[src/sv/coapmp_pkg.sv]
// ----------------------------------------------------------------------------
// coapmp_pkg
// Shared types and constants of the CoAP message parser.
// ----------------------------------------------------------------------------
package coapmp_pkg;

  // byte classification
  localparam logic [2:0] KIND_HEADER  = 3'd0;
  localparam logic [2:0] KIND_TOKEN   = 3'd1;
  localparam logic [2:0] KIND_OPT_HDR = 3'd2;
  localparam logic [2:0] KIND_OPT_VAL = 3'd3;
  localparam logic [2:0] KIND_MARKER  = 3'd4;
  localparam logic [2:0] KIND_PAYLOAD = 3'd5;
  localparam logic [2:0] KIND_DISCARD = 3'd6;

  // datagram status
  localparam logic [1:0] ST_BUSY = 2'd0;
  localparam logic [1:0] ST_OK   = 2'd1;
  localparam logic [1:0] ST_ERR  = 2'd2;

  // format constants
  localparam logic [7:0]  OPT_MARKER    = 8'hFF;
  localparam logic [1:0]  PROTO_VERSION = 2'd1;
  localparam logic [3:0]  MAX_TKL       = 4'd8;
  localparam logic [3:0]  NIB_EXT8      = 4'd13;
  localparam logic [3:0]  NIB_EXT16     = 4'd14;
  localparam logic [3:0]  NIB_RSVD      = 4'd15;
  localparam logic [16:0] EXT8_BASE     = 17'd13;
  localparam logic [16:0] EXT16_BASE    = 17'd269;

  // register map
  localparam logic [4:0] OPT_CAP_RST = 5'd8;

  typedef struct packed {
    logic [2:0]  byte_kind;
    logic [7:0]  byte_out;
    logic [1:0]  msg_type;
    logic [3:0]  token_length;
    logic [7:0]  msg_code;
    logic [15:0] message_id;
    logic [15:0] option_number;
    logic [16:0] option_length;
    logic        option_kept;
    logic [4:0]  kept_options;
    logic [1:0]  status;
  } result_t;

endpackage

[src/sv/coapmp_core.sv]
// ----------------------------------------------------------------------------
// coapmp_core
// Datagram parse state and the per-byte next-state / result logic.
// ----------------------------------------------------------------------------
module coapmp_core
  import coapmp_pkg::*;
#(
  parameter int MAX_OPTION_RECORDS = 16
) (
  input  logic       clk,
  input  logic       rst,
  input  logic       step,
  input  logic [7:0] data,
  input  logic       last,
  input  logic [4:0] opt_cap,
  output result_t    res
);

  localparam logic [3:0] PH_HEADER  = 4'd0;
  localparam logic [3:0] PH_TOKEN   = 4'd1;
  localparam logic [3:0] PH_OPT     = 4'd2;
  localparam logic [3:0] PH_DEXT1   = 4'd3;
  localparam logic [3:0] PH_DEXT2H  = 4'd4;
  localparam logic [3:0] PH_DEXT2L  = 4'd5;
  localparam logic [3:0] PH_LEXT1   = 4'd6;
  localparam logic [3:0] PH_LEXT2H  = 4'd7;
  localparam logic [3:0] PH_LEXT2L  = 4'd8;
  localparam logic [3:0] PH_VALUE   = 4'd9;
  localparam logic [3:0] PH_PAYLOAD = 4'd10;
  localparam logic [3:0] PH_DISCARD = 4'd11;

  localparam logic [6:0] MaxRec = 7'(MAX_OPTION_RECORDS);

  logic [3:0]  phase, phase_next;
  logic [1:0]  hdr_cnt, hdr_cnt_next;
  logic [3:0]  token_left, token_left_next;
  logic [29:0] held_header, held_header_next;
  logic [15:0] prev_number, prev_number_next;
  logic [3:0]  len_nib, len_nib_next;
  logic [7:0]  ext_acc, ext_acc_next;
  logic [16:0] value_left, value_left_next;
  logic [4:0]  kept_count, kept_count_next;
  logic        error_seen, error_seen_next;
  logic [16:0] cur_length, cur_length_next;
  logic        cur_kept, cur_kept_next;

  logic [4:0]  limit;
  logic [2:0]  kind;

  // effective record limit: min(opt_cap, MAX_OPTION_RECORDS)
  assign limit = ({2'b00, opt_cap} > MaxRec) ? MaxRec[4:0] : opt_cap;

  always_comb begin
    logic        do_delta;
    logic        do_len;
    logic [16:0] delta_v;
    logic [16:0] len_v;
    logic [3:0]  nib;

    phase_next       = phase;
    hdr_cnt_next     = hdr_cnt;
    token_left_next  = token_left;
    held_header_next = held_header;
    prev_number_next = prev_number;
    len_nib_next     = len_nib;
    ext_acc_next     = ext_acc;
    value_left_next  = value_left;
    kept_count_next  = kept_count;
    error_seen_next  = error_seen;
    cur_length_next  = cur_length;
    cur_kept_next    = cur_kept;
    kind             = KIND_DISCARD;
    do_delta         = 1'b0;
    do_len           = 1'b0;
    delta_v          = '0;
    len_v            = '0;
    nib              = len_nib;

    case (phase)
      PH_HEADER: begin
        kind = KIND_HEADER;
        hdr_cnt_next = hdr_cnt + 2'd1;
        case (hdr_cnt)
          2'd0: begin
            held_header_next[29:28] = data[5:4];
            held_header_next[27:24] = data[3:0];
            if (data[7:6] != PROTO_VERSION || data[3:0] > MAX_TKL) begin
              error_seen_next = 1'b1;
              phase_next      = PH_DISCARD;
              hdr_cnt_next    = hdr_cnt;
            end
          end
          2'd1: held_header_next[23:16] = data;
          2'd2: held_header_next[15:8]  = data;
          default: begin
            held_header_next[7:0] = data;
            token_left_next = held_header[27:24];
            phase_next = (held_header[27:24] != 4'd0) ? PH_TOKEN : PH_OPT;
          end
        endcase
      end
      PH_TOKEN: begin
        kind = KIND_TOKEN;
        token_left_next = token_left - 4'd1;
        if (token_left_next == 4'd0) phase_next = PH_OPT;
      end
      PH_OPT: begin
        if (data == OPT_MARKER) begin
          kind       = KIND_MARKER;
          phase_next = PH_PAYLOAD;
        end else begin
          kind            = KIND_OPT_HDR;
          len_nib_next    = data[3:0];
          nib             = data[3:0];
          cur_length_next = '0;
          cur_kept_next   = 1'b0;
          if (data[7:4] == NIB_RSVD || data[3:0] == NIB_RSVD) begin
            error_seen_next = 1'b1;
            phase_next      = PH_DISCARD;
          end else if (data[7:4] == NIB_EXT8) begin
            phase_next = PH_DEXT1;
          end else if (data[7:4] == NIB_EXT16) begin
            phase_next = PH_DEXT2H;
          end else begin
            do_delta = 1'b1;
            delta_v  = {13'd0, data[7:4]};
          end
        end
      end
      PH_DEXT1: begin
        kind     = KIND_OPT_HDR;
        do_delta = 1'b1;
        delta_v  = EXT8_BASE + {9'd0, data};
      end
      PH_DEXT2H: begin
        kind         = KIND_OPT_HDR;
        ext_acc_next = data;
        phase_next   = PH_DEXT2L;
      end
      PH_DEXT2L: begin
        kind     = KIND_OPT_HDR;
        do_delta = 1'b1;
        delta_v  = EXT16_BASE + {1'b0, ext_acc, data};
      end
      PH_LEXT1: begin
        kind   = KIND_OPT_HDR;
        do_len = 1'b1;
        len_v  = EXT8_BASE + {9'd0, data};
      end
      PH_LEXT2H: begin
        kind         = KIND_OPT_HDR;
        ext_acc_next = data;
        phase_next   = PH_LEXT2L;
      end
      PH_LEXT2L: begin
        kind   = KIND_OPT_HDR;
        do_len = 1'b1;
        len_v  = EXT16_BASE + {1'b0, ext_acc, data};
      end
      PH_VALUE: begin
        kind = KIND_OPT_VAL;
        value_left_next = value_left - 17'd1;
        if (value_left_next == 17'd0) phase_next = PH_OPT;
      end
      PH_PAYLOAD: kind = KIND_PAYLOAD;
      default: begin
        kind       = KIND_DISCARD;
        phase_next = PH_DISCARD;
      end
    endcase

    // delta applied: option number wraps at 16 bits, then length nibble
    if (do_delta) begin
      prev_number_next = prev_number + delta_v[15:0];
      if (nib == NIB_EXT8) begin
        phase_next = PH_LEXT1;
      end else if (nib == NIB_EXT16) begin
        phase_next = PH_LEXT2H;
      end else begin
        do_len = 1'b1;
        len_v  = {13'd0, nib};
      end
    end

    // length known: count the record if room remains
    if (do_len) begin
      cur_length_next = len_v;
      cur_kept_next   = (kept_count < limit);
      if (kept_count < limit) kept_count_next = kept_count + 5'd1;
      value_left_next = len_v;
      phase_next      = (len_v != 17'd0) ? PH_VALUE : PH_OPT;
    end
  end

  always_comb begin
    res.byte_kind     = kind;
    res.byte_out      = data;
    res.msg_type      = held_header_next[29:28];
    res.token_length  = held_header_next[27:24];
    res.msg_code      = held_header_next[23:16];
    res.message_id    = held_header_next[15:0];
    res.option_number = prev_number_next;
    res.option_length = cur_length_next;
    res.option_kept   = cur_kept_next;
    res.kept_options  = kept_count_next;
    if (error_seen_next) begin
      res.status = ST_ERR;
    end else if (last) begin
      res.status = (phase_next == PH_OPT || phase_next == PH_PAYLOAD) ? ST_OK : ST_ERR;
    end else begin
      res.status = ST_BUSY;
    end
  end

  // a last byte returns the whole datagram state to its reset value
  always_ff @(posedge clk) begin
    if (rst || (step && last)) begin
      phase       <= PH_HEADER;
      hdr_cnt     <= '0;
      token_left  <= '0;
      held_header <= '0;
      prev_number <= '0;
      len_nib     <= '0;
      ext_acc     <= '0;
      value_left  <= '0;
      kept_count  <= '0;
      error_seen  <= 1'b0;
      cur_length  <= '0;
      cur_kept    <= 1'b0;
    end else if (step) begin
      phase       <= phase_next;
      hdr_cnt     <= hdr_cnt_next;
      token_left  <= token_left_next;
      held_header <= held_header_next;
      prev_number <= prev_number_next;
      len_nib     <= len_nib_next;
      ext_acc     <= ext_acc_next;
      value_left  <= value_left_next;
      kept_count  <= kept_count_next;
      error_seen  <= error_seen_next;
      cur_length  <= cur_length_next;
      cur_kept    <= cur_kept_next;
    end
  end

endmodule

[src/sv/coap_message_parser_top.sv]
// An accepted byte passes the input register, then the result register, before its result shows.
// Throughput: one byte per cycle; the only limit is downstream out_stall.
// The single-byte parse step sits between the input register and result register.
// Reset (rst, synchronous): parse state cleared, both stages empty,
// option cap register back to 8.
// ----------------------------------------------------------------------------
// coap_message_parser_top
// Streaming CoAP datagram parser: classifies each byte and reports header and
// option fields, with an APB register for the option record limit.
// ----------------------------------------------------------------------------
module coap_message_parser_top
  import coapmp_pkg::*;
#(
  parameter int MAX_OPTION_RECORDS = 16
) (
  input  logic        clk,
  input  logic        rst,
  // input byte channel
  input  logic        in_valid,
  output logic        in_stall,
  input  logic [7:0]  data_byte,
  input  logic        last_byte,
  // result channel
  output logic        out_valid,
  input  logic        out_stall,
  output logic [2:0]  byte_kind,
  output logic [7:0]  byte_out,
  output logic [1:0]  msg_type,
  output logic [3:0]  token_length,
  output logic [7:0]  msg_code,
  output logic [15:0] message_id,
  output logic [15:0] option_number,
  output logic [16:0] option_length,
  output logic        option_kept,
  output logic [4:0]  kept_options,
  output logic [1:0]  status,
  // APB configuration port
  input  logic        psel,
  input  logic        penable,
  input  logic        pwrite,
  input  logic [2:0]  paddr,
  input  logic [31:0] pwdata,
  output logic [31:0] prdata,
  output logic        pready
);

  // --------------------------------------------------------------------------
  // Configuration: option cap at byte address 0 (paddr[2] selects register)
  // --------------------------------------------------------------------------
  logic [4:0] opt_cap;
  logic       reg_sel;

  assign pready  = 1'b1;
  assign reg_sel = (paddr[2] == 1'b0);
  assign prdata  = reg_sel ? {27'd0, opt_cap} : 32'd0;

  always_ff @(posedge clk) begin
    if (rst) begin
      opt_cap <= OPT_CAP_RST;
    end else if (psel && penable && pwrite && pready && reg_sel) begin
      opt_cap <= pwdata[4:0];
    end
  end

  // --------------------------------------------------------------------------
  // Input register stage
  // --------------------------------------------------------------------------
  logic       s1_valid;
  logic [7:0] s1_data;
  logic       s1_last;
  logic       advance;   // input stage moves into the result register
  logic       in_take;

  // the result register frees up when empty or when its transaction completes
  assign advance  = s1_valid && (!out_valid || !out_stall);
  assign in_stall = s1_valid && !advance;
  assign in_take  = in_valid && !in_stall;

  always_ff @(posedge clk) begin
    if (rst) begin
      s1_valid <= 1'b0;
    end else if (in_take) begin
      s1_valid <= 1'b1;
    end else if (advance) begin
      s1_valid <= 1'b0;
    end
  end

  // payload only, no reset
  always_ff @(posedge clk) begin
    if (in_take) begin
      s1_data <= data_byte;
      s1_last <= last_byte;
    end
  end

  // --------------------------------------------------------------------------
  // Parse step: state advances exactly when the byte enters the result reg
  // --------------------------------------------------------------------------
  result_t step_res;
  result_t res_q;

  coapmp_core #(
    .MAX_OPTION_RECORDS(MAX_OPTION_RECORDS)
  ) u_core (
    .clk    (clk),
    .rst    (rst),
    .step   (advance),
    .data   (s1_data),
    .last   (s1_last),
    .opt_cap(opt_cap),
    .res    (step_res)
  );

  // --------------------------------------------------------------------------
  // Result register
  // --------------------------------------------------------------------------
  always_ff @(posedge clk) begin
    if (rst) begin
      out_valid <= 1'b0;
    end else if (advance) begin
      out_valid <= 1'b1;
    end else if (!out_stall) begin
      out_valid <= 1'b0;
    end
  end

  always_ff @(posedge clk) begin
    if (advance) begin
      res_q <= step_res;
    end
  end

  assign byte_kind     = res_q.byte_kind;
  assign byte_out      = res_q.byte_out;
  assign msg_type      = res_q.msg_type;
  assign token_length  = res_q.token_length;
  assign msg_code      = res_q.msg_code;
  assign message_id    = res_q.message_id;
  assign option_number = res_q.option_number;
  assign option_length = res_q.option_length;
  assign option_kept   = res_q.option_kept;
  assign kept_options  = res_q.kept_options;
  assign status        = res_q.status;

endmodule

[config.mk]
export PLATFORM = sky130hd
export DESIGN_NAME = coap_message_parser_top
export DESIGN_NICKNAME = d
export VERILOG_FILES = /design/src/sv/coapmp_pkg.sv /design/src/sv/coapmp_core.sv /design/src/sv/coap_message_parser_top.sv
export SDC_FILE = /design/constraint.sdc
export NUM_CORES = 1
export LEC_CHECK = 0
export ABC_AREA = 1
export BUFFER_PORTS_ARGS = -buffer_cell sky130_fd_sc_hd__buf_2
export CAP_MARGIN = 0
export CORE_MARGIN = 5
export CORE_UTILIZATION = 40
export DETAILED_ROUTE_END_ITERATION = 8
export GPL_TIMING_DRIVEN = 1
export HOLD_SLACK_MARGIN = 0.1
export PLACE_DENSITY = 0.7
export SLEW_MARGIN = 10
export SYNTH_ARGS = -nofsm -noshare
export SYNTH_HDL_FRONTEND = slang
export SYNTH_SLANG_ARGS = --single-unit
export TNS_END_PERCENT = 100
[constraint.sdc]
create_clock -name clk -period 5.1 [get_ports clk]
set_input_delay 0.765 -clock clk [delete_from_list [all_inputs] [get_ports clk]]
set_output_delay 0.765 -clock clk [all_outputs]
set_load 0.05 [all_outputs]
### Yosys cells after proc, flatten, opt, wreduce, memory -nomap -nowiden

Cells that the tools add are included.

| storage, ports and cells | value |
|---|---|
| bits in registers | 207 |
| output and inout bits | 117 |

| cells by class | value |
|---|---|
| add/sub/neg operators | 7 |
| order comparisons | 3 |
| equality and inequality tests | 25 |
| multiplexer cells | 70 |
| bitwise gates (word level) | 2 |
| reduce and logical (&&, ||, !) cells | 37 |

Operators with widths:

| kind | number |
|---|---|
| two-way mux 17 bit | 8 |
| two-way mux 16 bit | 4 |
| two-way mux 4 bit | 16 |
| case mux 16 bit (3 select lines) | 1 |
| equality test 4 bit, second input constant | 10 |
| case mux 17 bit (2 select lines) | 1 |
| two-way mux 30 bit | 1 |
| case mux 4 bit (7 select lines) | 1 |
| two-way mux 8 bit | 3 |
| two-way mux 5 bit | 4 |
| two-way mux 1 bit | 19 |
| case mux 3 bit (6 select lines) | 1 |
| adder 9 x 16 -> 17 bit, first input constant | 1 |
| logical NOT 17 bit | 1 |
| nonzero test 17 bit | 1 |
| subtractor 17 x 1 -> 17 bit, second input constant | 1 |
| adder 16 bit | 1 |
| equality test 4 x 3 -> 1 bit, second input constant | 4 |
| case mux 4 bit (2 select lines) | 2 |
| equality test 4 x 2 -> 1 bit, second input constant | 3 |
| two-way mux 2 bit | 5 |
| OR reduction 2 bit | 5 |
| adder 4 x 8 -> 9 bit, first input constant | 1 |
| equality test 8 bit, second input constant | 1 |
| other kinds (27) | 49 |

### Longest topological paths before layout

Gate-level depths: netlist (run 1).

| logic depth | value |
|---|---|
| depth after elaboration | 14 |
| gate-level depth with buffers | 22 |
| depth with buffers taken out | 22 |

### Hierarchy

Synthesis (run 1) repeated with hierarchy kept, for this count alone.

| second synthesis, totals | value |
|---|---|
| cells, all modules | 1421 |
| area, all modules | 11175.7 um^2 |

Modules (own cells, without submodules):

| module | times used | cells each | area an instance (um^2) | seq. area each (um^2) |
|---|---|---|---|---|
| coapmp_core | 1 | 1241 | 7867.5 | 2182.1 |
| coap_message_parser_top | 1 | 180 | 3308.2 | 2872.8 |

### Least setup slack after synthesis (run 1)

Ideal clock, no wire load.

| timing path | value |
|---|---|
| path type | input to register |
| start point | input out_stall |
| end point | register u_core.kept_count[0] |
| setup time | 114 ps |
| arrival time | 4000 ps |
| setup slack | 986 ps |
| stages | 7 |
| path through | nand2_1 > inv_1 > nor2_2 > clkbuf_1 > o211ai_1 > nand2_1 > inv_1 |

| on the way | value |
|---|---|
| word-level cells in the longest chain between the ends | 5 |

RTL lines:

| item | line | RTL |
|---|---|---|
| start, declared | coap_message_parser_top.sv:25 | `input logic out_stall,` |
| logical NOT 1 bit (*) | -- |  |
| logical OR 1 bit (*) | coap_message_parser_top.sv:75 | `assign advance = s1_valid && (!out_valid \|\| !out_stall);` |
| logical AND 1 bit (*) | coap_message_parser_top.sv:75 |  |
| via advance | coap_message_parser_top.sv:71 | `logic advance;` |
| logical AND 1 bit | coapmp_core.sv:217 | `if (rst \|\| (step && last)) begin` |
| logical OR 1 bit | coapmp_core.sv:217 |  |
| end signal, assigned | coapmp_core.sv:239 | `kept_count <= kept_count_next;` |
| end, declared | coapmp_core.sv:42 | `logic [4:0] kept_count, kept_count_next;` |

The timed path passes the listed nets; every way through them passes the cells marked *.
A chain may end at the register's enable or synchronous reset.

==> results_dict.tcl, run 1 <==
set metrics [dict create \
    run_status "finished clean" \
    synth.distinct_cells 47 \
    syn-instance-count 1423 \
    drt.antenna.violating_nets 0 \
    routed_wirelength_mm 26.55 \
    gp_congestion 0.8840 \
    timing.final.max_slew_violations 0 \
    critical_path_class "register to register" \
    drt_first_iter_violations 655 \
    fin_total_pwr_uw 4559 \
    place_hpwl_mm 18.49 \
    floorplan.rows 60 \
    die_x_um 176.0 \
    fp.coreArea_um2 27030 \
    finish.net_count 1597 \
    cts.hold.buffers_added 0 \
    critical-path-top-delay-family "simple AND/OR/NAND/NOR gates" \
    n_fill_cell 2654 \
    floorplan.io_pins 168 \
    vias_in_the_first_global_route 8583 \
    cts_max_path_buffers 3 \
    floorplan.die.height_um 176.0 \
    tightest_slew_ns 1.003 \
    postSynthAreaPerCell_um2 7.750 \
    fin_tns_setup_ns 0 \
    worst_ep_arrival_time_ns 4.18 \
    vias 9359 \
    placement.setup.worst_slack_ns 1.440 \
    ys.warnings.count 0 \
    yosys.area.top_type "sky130_fd_sc_hd__edfxtp_1" \
    timing.critical_path.to_type "register" \
    diodes 0 \
    dp_cells 1830 \
    path_buf_inv 5 \
    multi_input_comb_area_um2 4707 \
    power_per_cell_area_nw_per_um2 362.8 \
    cts_sinks 207 \
    grt_antenna_before_repair 0 \
    routed_wire_length_per_instance_um 14.17 \
    io_buffers 110 \
    per_cell_via_count_in_the_routed_design 4.994 \
    fin_crit_sh 0.7417 \
    ctsResizeCount 0 \
    first_pass_grt_wire_length_mm 43.23 \
    post-route-drc-count 0 \
    htreeDepth 1 \
    critPathMaxFanout 10 \
    postLayoutSetupSlackWorst_ns 1.317 \
    clk_root_buffer_cell "sky130_fd_sc_hd__clkbuf_16" \
    grt_max_degree 88 \
    layout_cell_share_with_drive_strength_beyond_1 0.1409 \
    clock-skew-final_ns 0.01404 \
    postCtsSetupBuffers 0 \
    clock_latency_ns 0.52 \
    yosys-top-cells-area "sky130_fd_sc_hd__edfxtp_1 25%, sky130_fd_sc_hd__dfxtp_1 21%, sky130_fd_sc_hd__inv_1 8.2%" \
    first_pass_detailed_route_iteration_total 6 \
    fmaxAchievable_mhz 264.4 \
    post-synth-top-area-fraction 0.2478 \
    number_of_buffers_created_by_cts 24 \
    groute.usage.overall 0.1657 \
    die_area_um2 30990 \
    final-hold-violation-count 0 \
    path_clk_slew_ns 0.06 \
    sequential_cell_area_um2 5055 \
    type_of_origin_of_the_critical_path "register" \
    ys_seq_area_frac 0.4584 \
    commonest_non_fill_non_tap_cell_in_the_layout "sky130_fd_sc_hd__inv_1" \
    cts_tree "yes" \
    grt-ovfl-total 0 \
    rsz_0062_raised_after_global_routing "false" \
    maxCapViolations 0 \
    report.final.setup_viol 0 \
    worst_hold_path_type "input port to register" \
    timing.max_slew.rel_slack 0.3305 \
    post_synth_instance_area_um2 11030 \
    cellLeakagePower_uw 0.005932 \
    power.ir.vdd_worst_mv 0.2547 \
    finish.utilization 0.4650 \
    start_util 0.4081 \
    critPathRequiredTime_ns 5.50 \
    cp_slowest_cell "sky130_fd_sc_hd__o21ai_0" \
    ys_ff_latch 207 \
    cp_slowest_stage_delay_ns 0.44 \
    layout.cells.most_common_list "241 x sky130_fd_sc_hd__inv_1, 237 x sky130_fd_sc_hd__nand2_1, 160 x sky130_fd_sc_hd__o21ai_0, 121 x sky130_fd_sc_hd__nor2_1, 117 x sky130_fd_sc_hd__a21oi_1" \
    timing.final.crit_period_ns 3.783 \
    worstPathCellList "inv_2 -> nand2_1 -> nor2_1 -> inv_2 -> nand2_2 -> clkinv_2 -> o22ai_1 -> ha_1 -> inv_1 -> fa_1 -> o21ai_0 -> nand2_1 -> nand2_1 -> a21oi_1 -> or2_2 -> nand3_1 -> o21ai_0 -> o21ai_0 -> inv_1" \
    post_layout_nonfiller_instances 1874 \
    area.growth.synth_to_final_pct 13.94 \
]
sequential cells by signal, indices dropped and copies added, names as in the netlist, 8 cells and up:
register / count
u_core.held_header: 30
option_length: 17
u_core.cur_length: 17
u_core.value_left: 17
message_id: 16
option_number: 16
u_core.prev_number: 16
byte_out: 8
msg_code: 8
s1_data: 8
u_core.ext_acc: 8
logic make-up after synthesis:
logic type	share of synthesized area
xor gates and xnor gates	0.01350
buffers and inverters	0.1251
other	0.0006810
AOI/OAI and AO/OA	0.1726
and+or+nand+nor	0.1939
adders and majority gates	0.03585
DFF	0.4584
metrics by stage:
step,hold slack [ns],instance area (um^2)
floorplan,0.4206,11130
global placement,0.4833,11730
detailed placement,0.4861,11730
CTS,0.4110,12570
global route,0.4108,12570
finish,0.4255,12570
synth_stat cells (all sizes together):
| cell | count |
|---|---|
| o22ai | 7 |
| fa | 1 |
| clkinv | 1 |
| nand2 | 251 |
| o211ai | 9 |
| nand3b | 5 |
| a211oi | 5 |
| a21o | 2 |
| ha | 30 |
| o21ai | 185 |
| a21oi | 118 |
| nor2 | 132 |
| or2 | 11 |
| xor2 | 11 |
| nor3 | 9 |
| a221oi | 1 |
| o41ai | 1 |
| nand3 | 64 |
| dfxtp | 116 |
| o21a | 4 |
| edfxtp | 91 |
| a31oi | 15 |
| o21bai | 2 |
| conb | 2 |
| a2111oi | 1 |
| nand4 | 16 |
| buf | 45 |
| xnor2 | 6 |
| clkbuf | 31 |
| inv | 250 |
| and3 | 1 |
metal layers:
| metal | up-vias | routed length [um] | global-route usage |
|---|---|---|---|
| li1 | 4783 | - | - |
| met1 | 4318 | 12360 | 0.2300 |
| met2 | 216 | 12240 | 0.2736 |
| met3 | 42 | 1463 | 0.02548 |
| met4 | 0 | 482 | 0.03931 |
| met5 | - | 0 | 0 |
final cells by class:
cell class | count | share of cell area
Sequential cell | 207 | 0.4023
Multi-Input combinational cell | 915 | 0.3746
Inverter | 251 | 0.07518
Clock buffer | 35 | 0.05676
Timing Repair Buffer | 116 | 0.04740
Tap cell | 341 | 0.03395
Clock inverter | 9 | 0.009858
worst register-to-register path: stages, from the launching register on:
cell and delay (ns):
sky130_fd_sc_hd__dfxtp_1 0.37, sky130_fd_sc_hd__inv_2 0.12, sky130_fd_sc_hd__nand2_1 0.11, sky130_fd_sc_hd__nor2_1 0.41, sky130_fd_sc_hd__inv_2 0.17, sky130_fd_sc_hd__nand2_2 0.12, sky130_fd_sc_hd__clkinv_2 0.17, sky130_fd_sc_hd__o22ai_1 0.17
sky130_fd_sc_hd__ha_1 0.19, sky130_fd_sc_hd__inv_1 0.05, sky130_fd_sc_hd__fa_1 0.41, sky130_fd_sc_hd__o21ai_0 0.44, sky130_fd_sc_hd__nand2_1 0.14, sky130_fd_sc_hd__nand2_1 0.09, sky130_fd_sc_hd__a21oi_1 0.07, sky130_fd_sc_hd__or2_2 0.27
sky130_fd_sc_hd__nand3_1 0.06, sky130_fd_sc_hd__o21ai_0 0.10, sky130_fd_sc_hd__o21ai_0 0.16, sky130_fd_sc_hd__inv_1 0.05
report_power, final:
group          internal [uW]  switching (uW)  total, uW
Clock                   1120             686       1800
Combinational            223             625        848
Sequential              1850            60.9       1910
worst paths after layout:
path | depth (start not counted) | slack, ns | endpoint | from
hold / removal | 1 | 0.43 | s1_data[7] | data_byte[7]
setup / recovery | 19 | 1.32 | u_core.prev_number[6] | u_core.phase[3]
setup reg to reg | 19 | 1.32 | u_core.prev_number[6] | u_core.phase[3]
hold reg to reg | 2 | 0.50 | opt_cap[2] | opt_cap[2]
(Power assumes the default switching activity.)
==> run 2, diff against run 1 <==
==> constraint.sdc (replaced) <==
create_clock -name clk -period 3.8 [get_ports clk]
set_input_delay 0.57 -clock clk [delete_from_list [all_inputs] [get_ports clk]]
set_output_delay 0.57 -clock clk [all_outputs]
set_load 0.05 [all_outputs]
==> run 2 against run 1 <==
Net effect: global-route usage grew 0.12 points; wire length increased by 1.0%; clock skew up 0.021 ns; sequential share of layout area decreased by 0.37 points; final cell count rose by 0.64%; sequential power rose by 34%; worst setup slack got worse by 0.84 ns; utilization up 0.43 points; critical path type unchanged; highest routed layer unchanged.
==> results_dict.tcl, run 2 (synthesized netlist as in run 1, its figures left out) <==
set metrics [dict create \
    run_status "finished clean" \
    drt.antenna.violating_nets 0 \
    path_clk_slew_ns 0.06 \
    area.growth.synth_to_final_pct 14.99 \
    die_area_um2 30990 \
    routed_wirelength_mm 26.82 \
    type_of_origin_of_the_critical_path "register" \
    fmaxAchievable_mhz 301.1 \
    first_pass_detailed_route_iteration_total 5 \
    critPathMaxFanout 5 \
    cp_slowest_cell "sky130_fd_sc_hd__edfxtp_1" \
    timing.critical_path.to_type "register" \
    floorplan.die.height_um 176.0 \
    power_per_cell_area_nw_per_um2 486.5 \
    clock-skew-final_ns 0.03507 \
    diodes 0 \
    path_buf_inv 2 \
    fin_tns_setup_ns 0 \
    layout.cells.most_common_list "241 x sky130_fd_sc_hd__inv_1, 237 x sky130_fd_sc_hd__nand2_1, 160 x sky130_fd_sc_hd__o21ai_0, 120 x sky130_fd_sc_hd__nor2_1, 117 x sky130_fd_sc_hd__a21oi_1" \
    fp.coreArea_um2 27030 \
    per_cell_via_count_in_the_routed_design 5.009 \
    cts.hold.buffers_added 0 \
    maxCapViolations 0 \
    drt_first_iter_violations 811 \
    critical-path-top-delay-family "simple AND/OR/NAND/NOR gates" \
    die_x_um 176.0 \
    place_hpwl_mm 19.09 \
    cp_slowest_stage_delay_ns 0.48 \
    critical_path.most_common_cell "sky130_fd_sc_hd__nand2_1" \
    placement.setup.worst_slack_ns 0.4435 \
    cts_tree "yes" \
    first_pass_grt_wire_length_mm 43.60 \
    io_buffers 110 \
    dpl_cell_area_um2 11800 \
    postLayoutSetupSlackWorst_ns 0.4783 \
    clock_latency_ns 0.54 \
    worstPathCellList "ha_1 -> nor2_1 -> nand2_1 -> nand2_1 -> nand2_1 -> nand2_1 -> inv_1 -> nand2_1 -> nand2_1 -> nor2_1 -> ha_1 -> a21oi_1 -> nor2_1 -> nor2_1 -> nor2_1 -> nor3_2 -> nand2_1 -> nand4_1 -> nand3_1 -> xor2_1 -> o21ai_0 -> inv_1" \
    floorplan.io_pins 168 \
    registers.top_by_ff_count "u_core.held_header" \
    cts_max_path_buffers 3 \
    number_of_buffers_created_by_cts 24 \
    tightest_slew_ns 1.011 \
    commonest_non_fill_non_tap_cell_in_the_layout "sky130_fd_sc_hd__inv_1" \
    htreeDepth 1 \
    number_of_flip_flops_in_the_largest_register 30 \
    min_from "data_byte[7]" \
    cellLeakagePower_uw 0.006001 \
    cts_sinks 207 \
    report.final.setup_viol 0 \
    critPathRequiredTime_ns 4.20 \
    rsz_0062_raised_after_global_routing "false" \
    clk_root_buffer_cell "sky130_fd_sc_hd__clkbuf_16" \
    worst_ep_arrival_time_ns 3.72 \
    routed_wire_length_per_instance_um 14.22 \
    whs_ns 0.2124 \
    vias 9447 \
    floorplan.rows 60 \
    vias_in_the_first_global_route 8840 \
    final-hold-violation-count 0 \
    fin_crit_sh 0.8741 \
    groute.usage.overall 0.1670 \
    timing.max_slew.rel_slack 0.3250 \
    start_util 0.4081 \
    critical_path_class "register to register" \
    worstReg2RegStart "s1_data[1]" \
    timing.final.crit_period_ns 3.322 \
    critPathLaunch "s1_data[1]" \
    layout_cell_share_with_drive_strength_beyond_1 0.1489 \
    post-route-drc-count 0 \
    grt-ovfl-total 0 \
    power.ir.vdd_worst_mv 0.3774 \
    gp_congestion 0.9329 \
    stdcell_area_um2 12680 \
    finish.net_count 1609 \
    grt_antenna_before_repair 0 \
    grt_max_degree 84 \
    worst_hold_path_type "input port to register" \
    timing.final.max_slew_violations 0 \
]
[run 2: power breakdown]
part           total (uW)  internal, uW  switching [uW]
combinational        1160           306             854
sequential           2550          2480            69.3
clock                2460          1530             933
[run 2: area by class of cell]
class,instances,area [um^2]
Inverter,251,944.7
Clock buffer,32,673.1
Sequential cell,207,5055
Multi-Input combinational cell,915,4715
Fill cell,2697,14350
Tap cell,341,426.7
Clock inverter,12,181.4
Timing Repair Buffer,128,685.7
[run 2: repair_timing]
action,CTS,global route
endpoints found under the setup margin,0,2
gates resized for setup,0,2
buffers inserted,0,2
[run 2: per-layer routing]
metal	wire [um]	global-route usage	part of all wire
met1	12220	0.2264	0.46
met2	12300	0.2800	0.46
met4	671	0.04646	0.025
met5	0	0	0
met3	1634	0.02355	0.061
[run 2: final timing paths]
check | endpoint | slack, ns | cells past startpoint
max | u_core.prev_number[15] | 0.48 | 22
min reg2reg | opt_cap[1] | 0.50 | 2
min | s1_data[7] | 0.21 | 1
max reg2reg | u_core.prev_number[15] | 0.48 | 22
[run 2: metrics by stage]
step           total power, uW  std cells    util
4_1_cts                   6227       1884  0.4684
6_report                  6169       1886  0.4692
2_1_floorplan             3520       1449       -
3_5_place_dp              3748       1840  0.4368
5_1_grt                   6457       1886  0.4692
3_3_place_gp              3727       1840  0.4368
==> run 3, diff against run 2 <==
--- a/config.mk
+++ b/config.mk
@@ -8,7 +8,7 @@
 export ABC_AREA = 1
 export BUFFER_PORTS_ARGS = -buffer_cell sky130_fd_sc_hd__buf_2
 export CAP_MARGIN = 0
-export CORE_MARGIN = 5
+export CORE_MARGIN = 2
 export CORE_UTILIZATION = 40
 export DETAILED_ROUTE_END_ITERATION = 8
 export GPL_TIMING_DRIVEN = 1
==> run 3 against run 2 <==
Net effect: maximum frequency decreased by 1.2%; non-clock buffer count increased by 1; global-route usage increased by 1.4 points; critical path depth decreased by 2; first-iteration DRC count decreased by 5.4%; sequential power about the same; worst hold slack improved by 0.018 ns; worst setup slack got worse by 0.042 ns; sequential share of layout area increased by 0.40 points; wire length decreased by 0.99%; utilization decreased by 0.46 points; register-to-register slack got worse by 0.04 ns.
==> results_dict.tcl, run 3 (synthesized netlist as in run 1, its figures left out) <==
set metrics [dict create \
    run_status "finished clean" \
    top_signal_layer_used "met4" \
    drt.antenna.violating_nets 0 \
    area.growth.synth_to_final_pct 13.85 \
    registers.top_by_ff_count "u_core.held_header" \
    internal_uw 4108 \
    grt-ovfl-total 0 \
    final-hold-violation-count 0 \
    pwr-share-clk 0.374 \
    routed_wire_length_per_instance_um 14.10 \
    combinationalPowerShare 0.195 \
    routed_wirelength_mm 26.56 \
    clk_root_buffer_cell "sky130_fd_sc_hd__clkbuf_16" \
    wl_met2_mm 12.11 \
    io_buffers 110 \
    tightest_slew_ns 1.070 \
    fp.coreArea_um2 27030 \
    grt_max_degree 80 \
    timing.final.max_slew_violations 0 \
    die_area_um2 28910 \
    critPathRequiredTime_ns 4.20 \
    htreeDepth 1 \
    p_switching_uw 1810 \
    postCtsSetupBuffers 0 \
    number_of_flip_flops_in_the_largest_register 30 \
    diodes 0 \
    vias 9415 \
    grt_antenna_before_repair 0 \
    fin_crit_sh 0.8852 \
    type_of_origin_of_the_critical_path "register" \
    fin_tns_setup_ns 0 \
    fin_total_pwr_uw 5919 \
    floorplan.io_pins 168 \
    vias_in_the_first_global_route 8532 \
    cts_max_path_buffers 3 \
    timing.final.crit_period_ns 3.364 \
    cellLeakagePower_uw 0.005941 \
    power_per_cell_area_nw_per_um2 471.4 \
    worst_hold_path_type "input port to register" \
    fmaxAchievable_mhz 297.3 \
    groute.usage.overall 0.1810 \
    maxCapViolations 0 \
    first_pass_detailed_route_iteration_total 5 \
    cp_slowest_stage_delay_ns 0.40 \
    first_pass_grt_wire_length_mm 42.72 \
    ctsResizeCount 0 \
    finish.net_count 1609 \
    power_switching_share 0.3058 \
    commonest_non_fill_non_tap_cell_in_the_layout "sky130_fd_sc_hd__inv_1" \
    place_hpwl_mm 18.69 \
    routedLengthMet1_mm 12.54 \
    per_cell_via_count_in_the_routed_design 4.997 \
    cp_slowest_cell "sky130_fd_sc_hd__fa_1" \
    timing.critical_path.to_type "register" \
    floorplan.rows 60 \
    rsz_0062_raised_after_global_routing "false" \
    power.ir.vdd_worst_mv 0.3131 \
    worst_ep_arrival_time_ns 3.76 \
    critical-path-top-delay-family "simple AND/OR/NAND/NOR gates" \
    floorplan.die.height_um 170.0 \
    cts_sinks 207 \
    gp_congestion 0.9088 \
    critPathMaxFanout 6 \
    path_clk_slew_ns 0.07 \
    number_of_buffers_created_by_cts 23 \
    layout.cells.most_common_list "241 x sky130_fd_sc_hd__inv_1, 237 x sky130_fd_sc_hd__nand2_1, 160 x sky130_fd_sc_hd__o21ai_0, 121 x sky130_fd_sc_hd__nor2_1, 117 x sky130_fd_sc_hd__a21oi_1" \
    start_util 0.4081 \
    clock_latency_ns 0.52 \
    post-route-drc-count 0 \
    path_buf_inv 6 \
    timing.max_slew.rel_slack 0.2857 \
    drt_first_iter_violations 767 \
    pwr-share-seq 0.431 \
    dr_wl_met3_mm 1.531 \
    critical_path_class "register to register" \
    die_x_um 170.0 \
    layout_cell_share_with_drive_strength_beyond_1 0.1426 \
    worstPathCellList "inv_2 -> nand2_1 -> nor2_1 -> inv_2 -> nand2_2 -> clkinv_2 -> o22ai_1 -> ha_1 -> inv_1 -> fa_1 -> o21ai_0 -> buf_4 -> nand2_1 -> nand2_1 -> a21oi_1 -> or2_2 -> nand3_1 -> o21ai_0 -> o21ai_0 -> inv_1" \
    clock-skew-final_ns 0.01496 \
    cts.hold.buffers_added 0 \
    cts_tree "yes" \
    report.final.setup_viol 0 \
]
run 3: changes by cell type in the layout (fill, tap and decap cells not counted), moves of 2 or more:
| cell | before | now |
|---|---|---|
| sky130_fd_sc_hd__clkinv_2 | 6 | 4 |
| sky130_fd_sc_hd__clkbuf_16 | 26 | 23 |
| sky130_fd_sc_hd__inv_6 | 2 | 0 |
| sky130_fd_sc_hd__clkbuf_1 | 6 | 11 |
run 3: power by group through the flow:
stage,sequential (uW),combinational [uW],clock (uW)
floorplan,2750,768,0
global placement,2600,1130,0
detailed placement,2600,1150,0
CTS,2550,1150,2260
global route,2560,1290,2350
finish,2550,1160,2210
run 3: final timing paths:
kind	cells past startpoint	slack (ns)	startpoint	end
max reg2reg	20	0.44	u_core.phase[3]	u_core.prev_number[6]
min	1	0.23	last_byte	s1_last
min reg2reg	2	0.50	opt_cap[1]	opt_cap[1]
max	20	0.44	u_core.phase[3]	u_core.prev_number[6]
run 3: final cells by class:
cell class | count | area (um^2)
inverters | 251 | 944.7
repair buffers | 129 | 693.2
clock buffers | 34 | 616.8
well taps | 341 | 426.7
fillers | 2697 | 14470
flip-flops and latches | 207 | 5055
multi-input cells | 915 | 4707
clock inverters | 7 | 112.6
run 3: per-stage QoR:
stage          utilization  setup slack, ns  std cells  hold slack (ns)  cell area [um^2]
3_5_place_dp        0.4365           0.4032       1839           0.4900             11800
6_report            0.4646           0.4363       1884           0.2308             12560
5_1_grt             0.4646          0.01075       1884           0.2247             12560
4_1_cts             0.4635           0.3767       1880           0.2119             12530
2_1_floorplan            -           0.8716       1449           0.4206             11130
3_3_place_gp        0.4365           0.4601       1839           0.4831             11800
run 3: per-layer routing:
metal	GRT usage	vias up
met3	0.02907	30
met5	0	-
met1	0.2521	4329
li1	-	4796
met4	0.04125	0
met2	0.2957	260
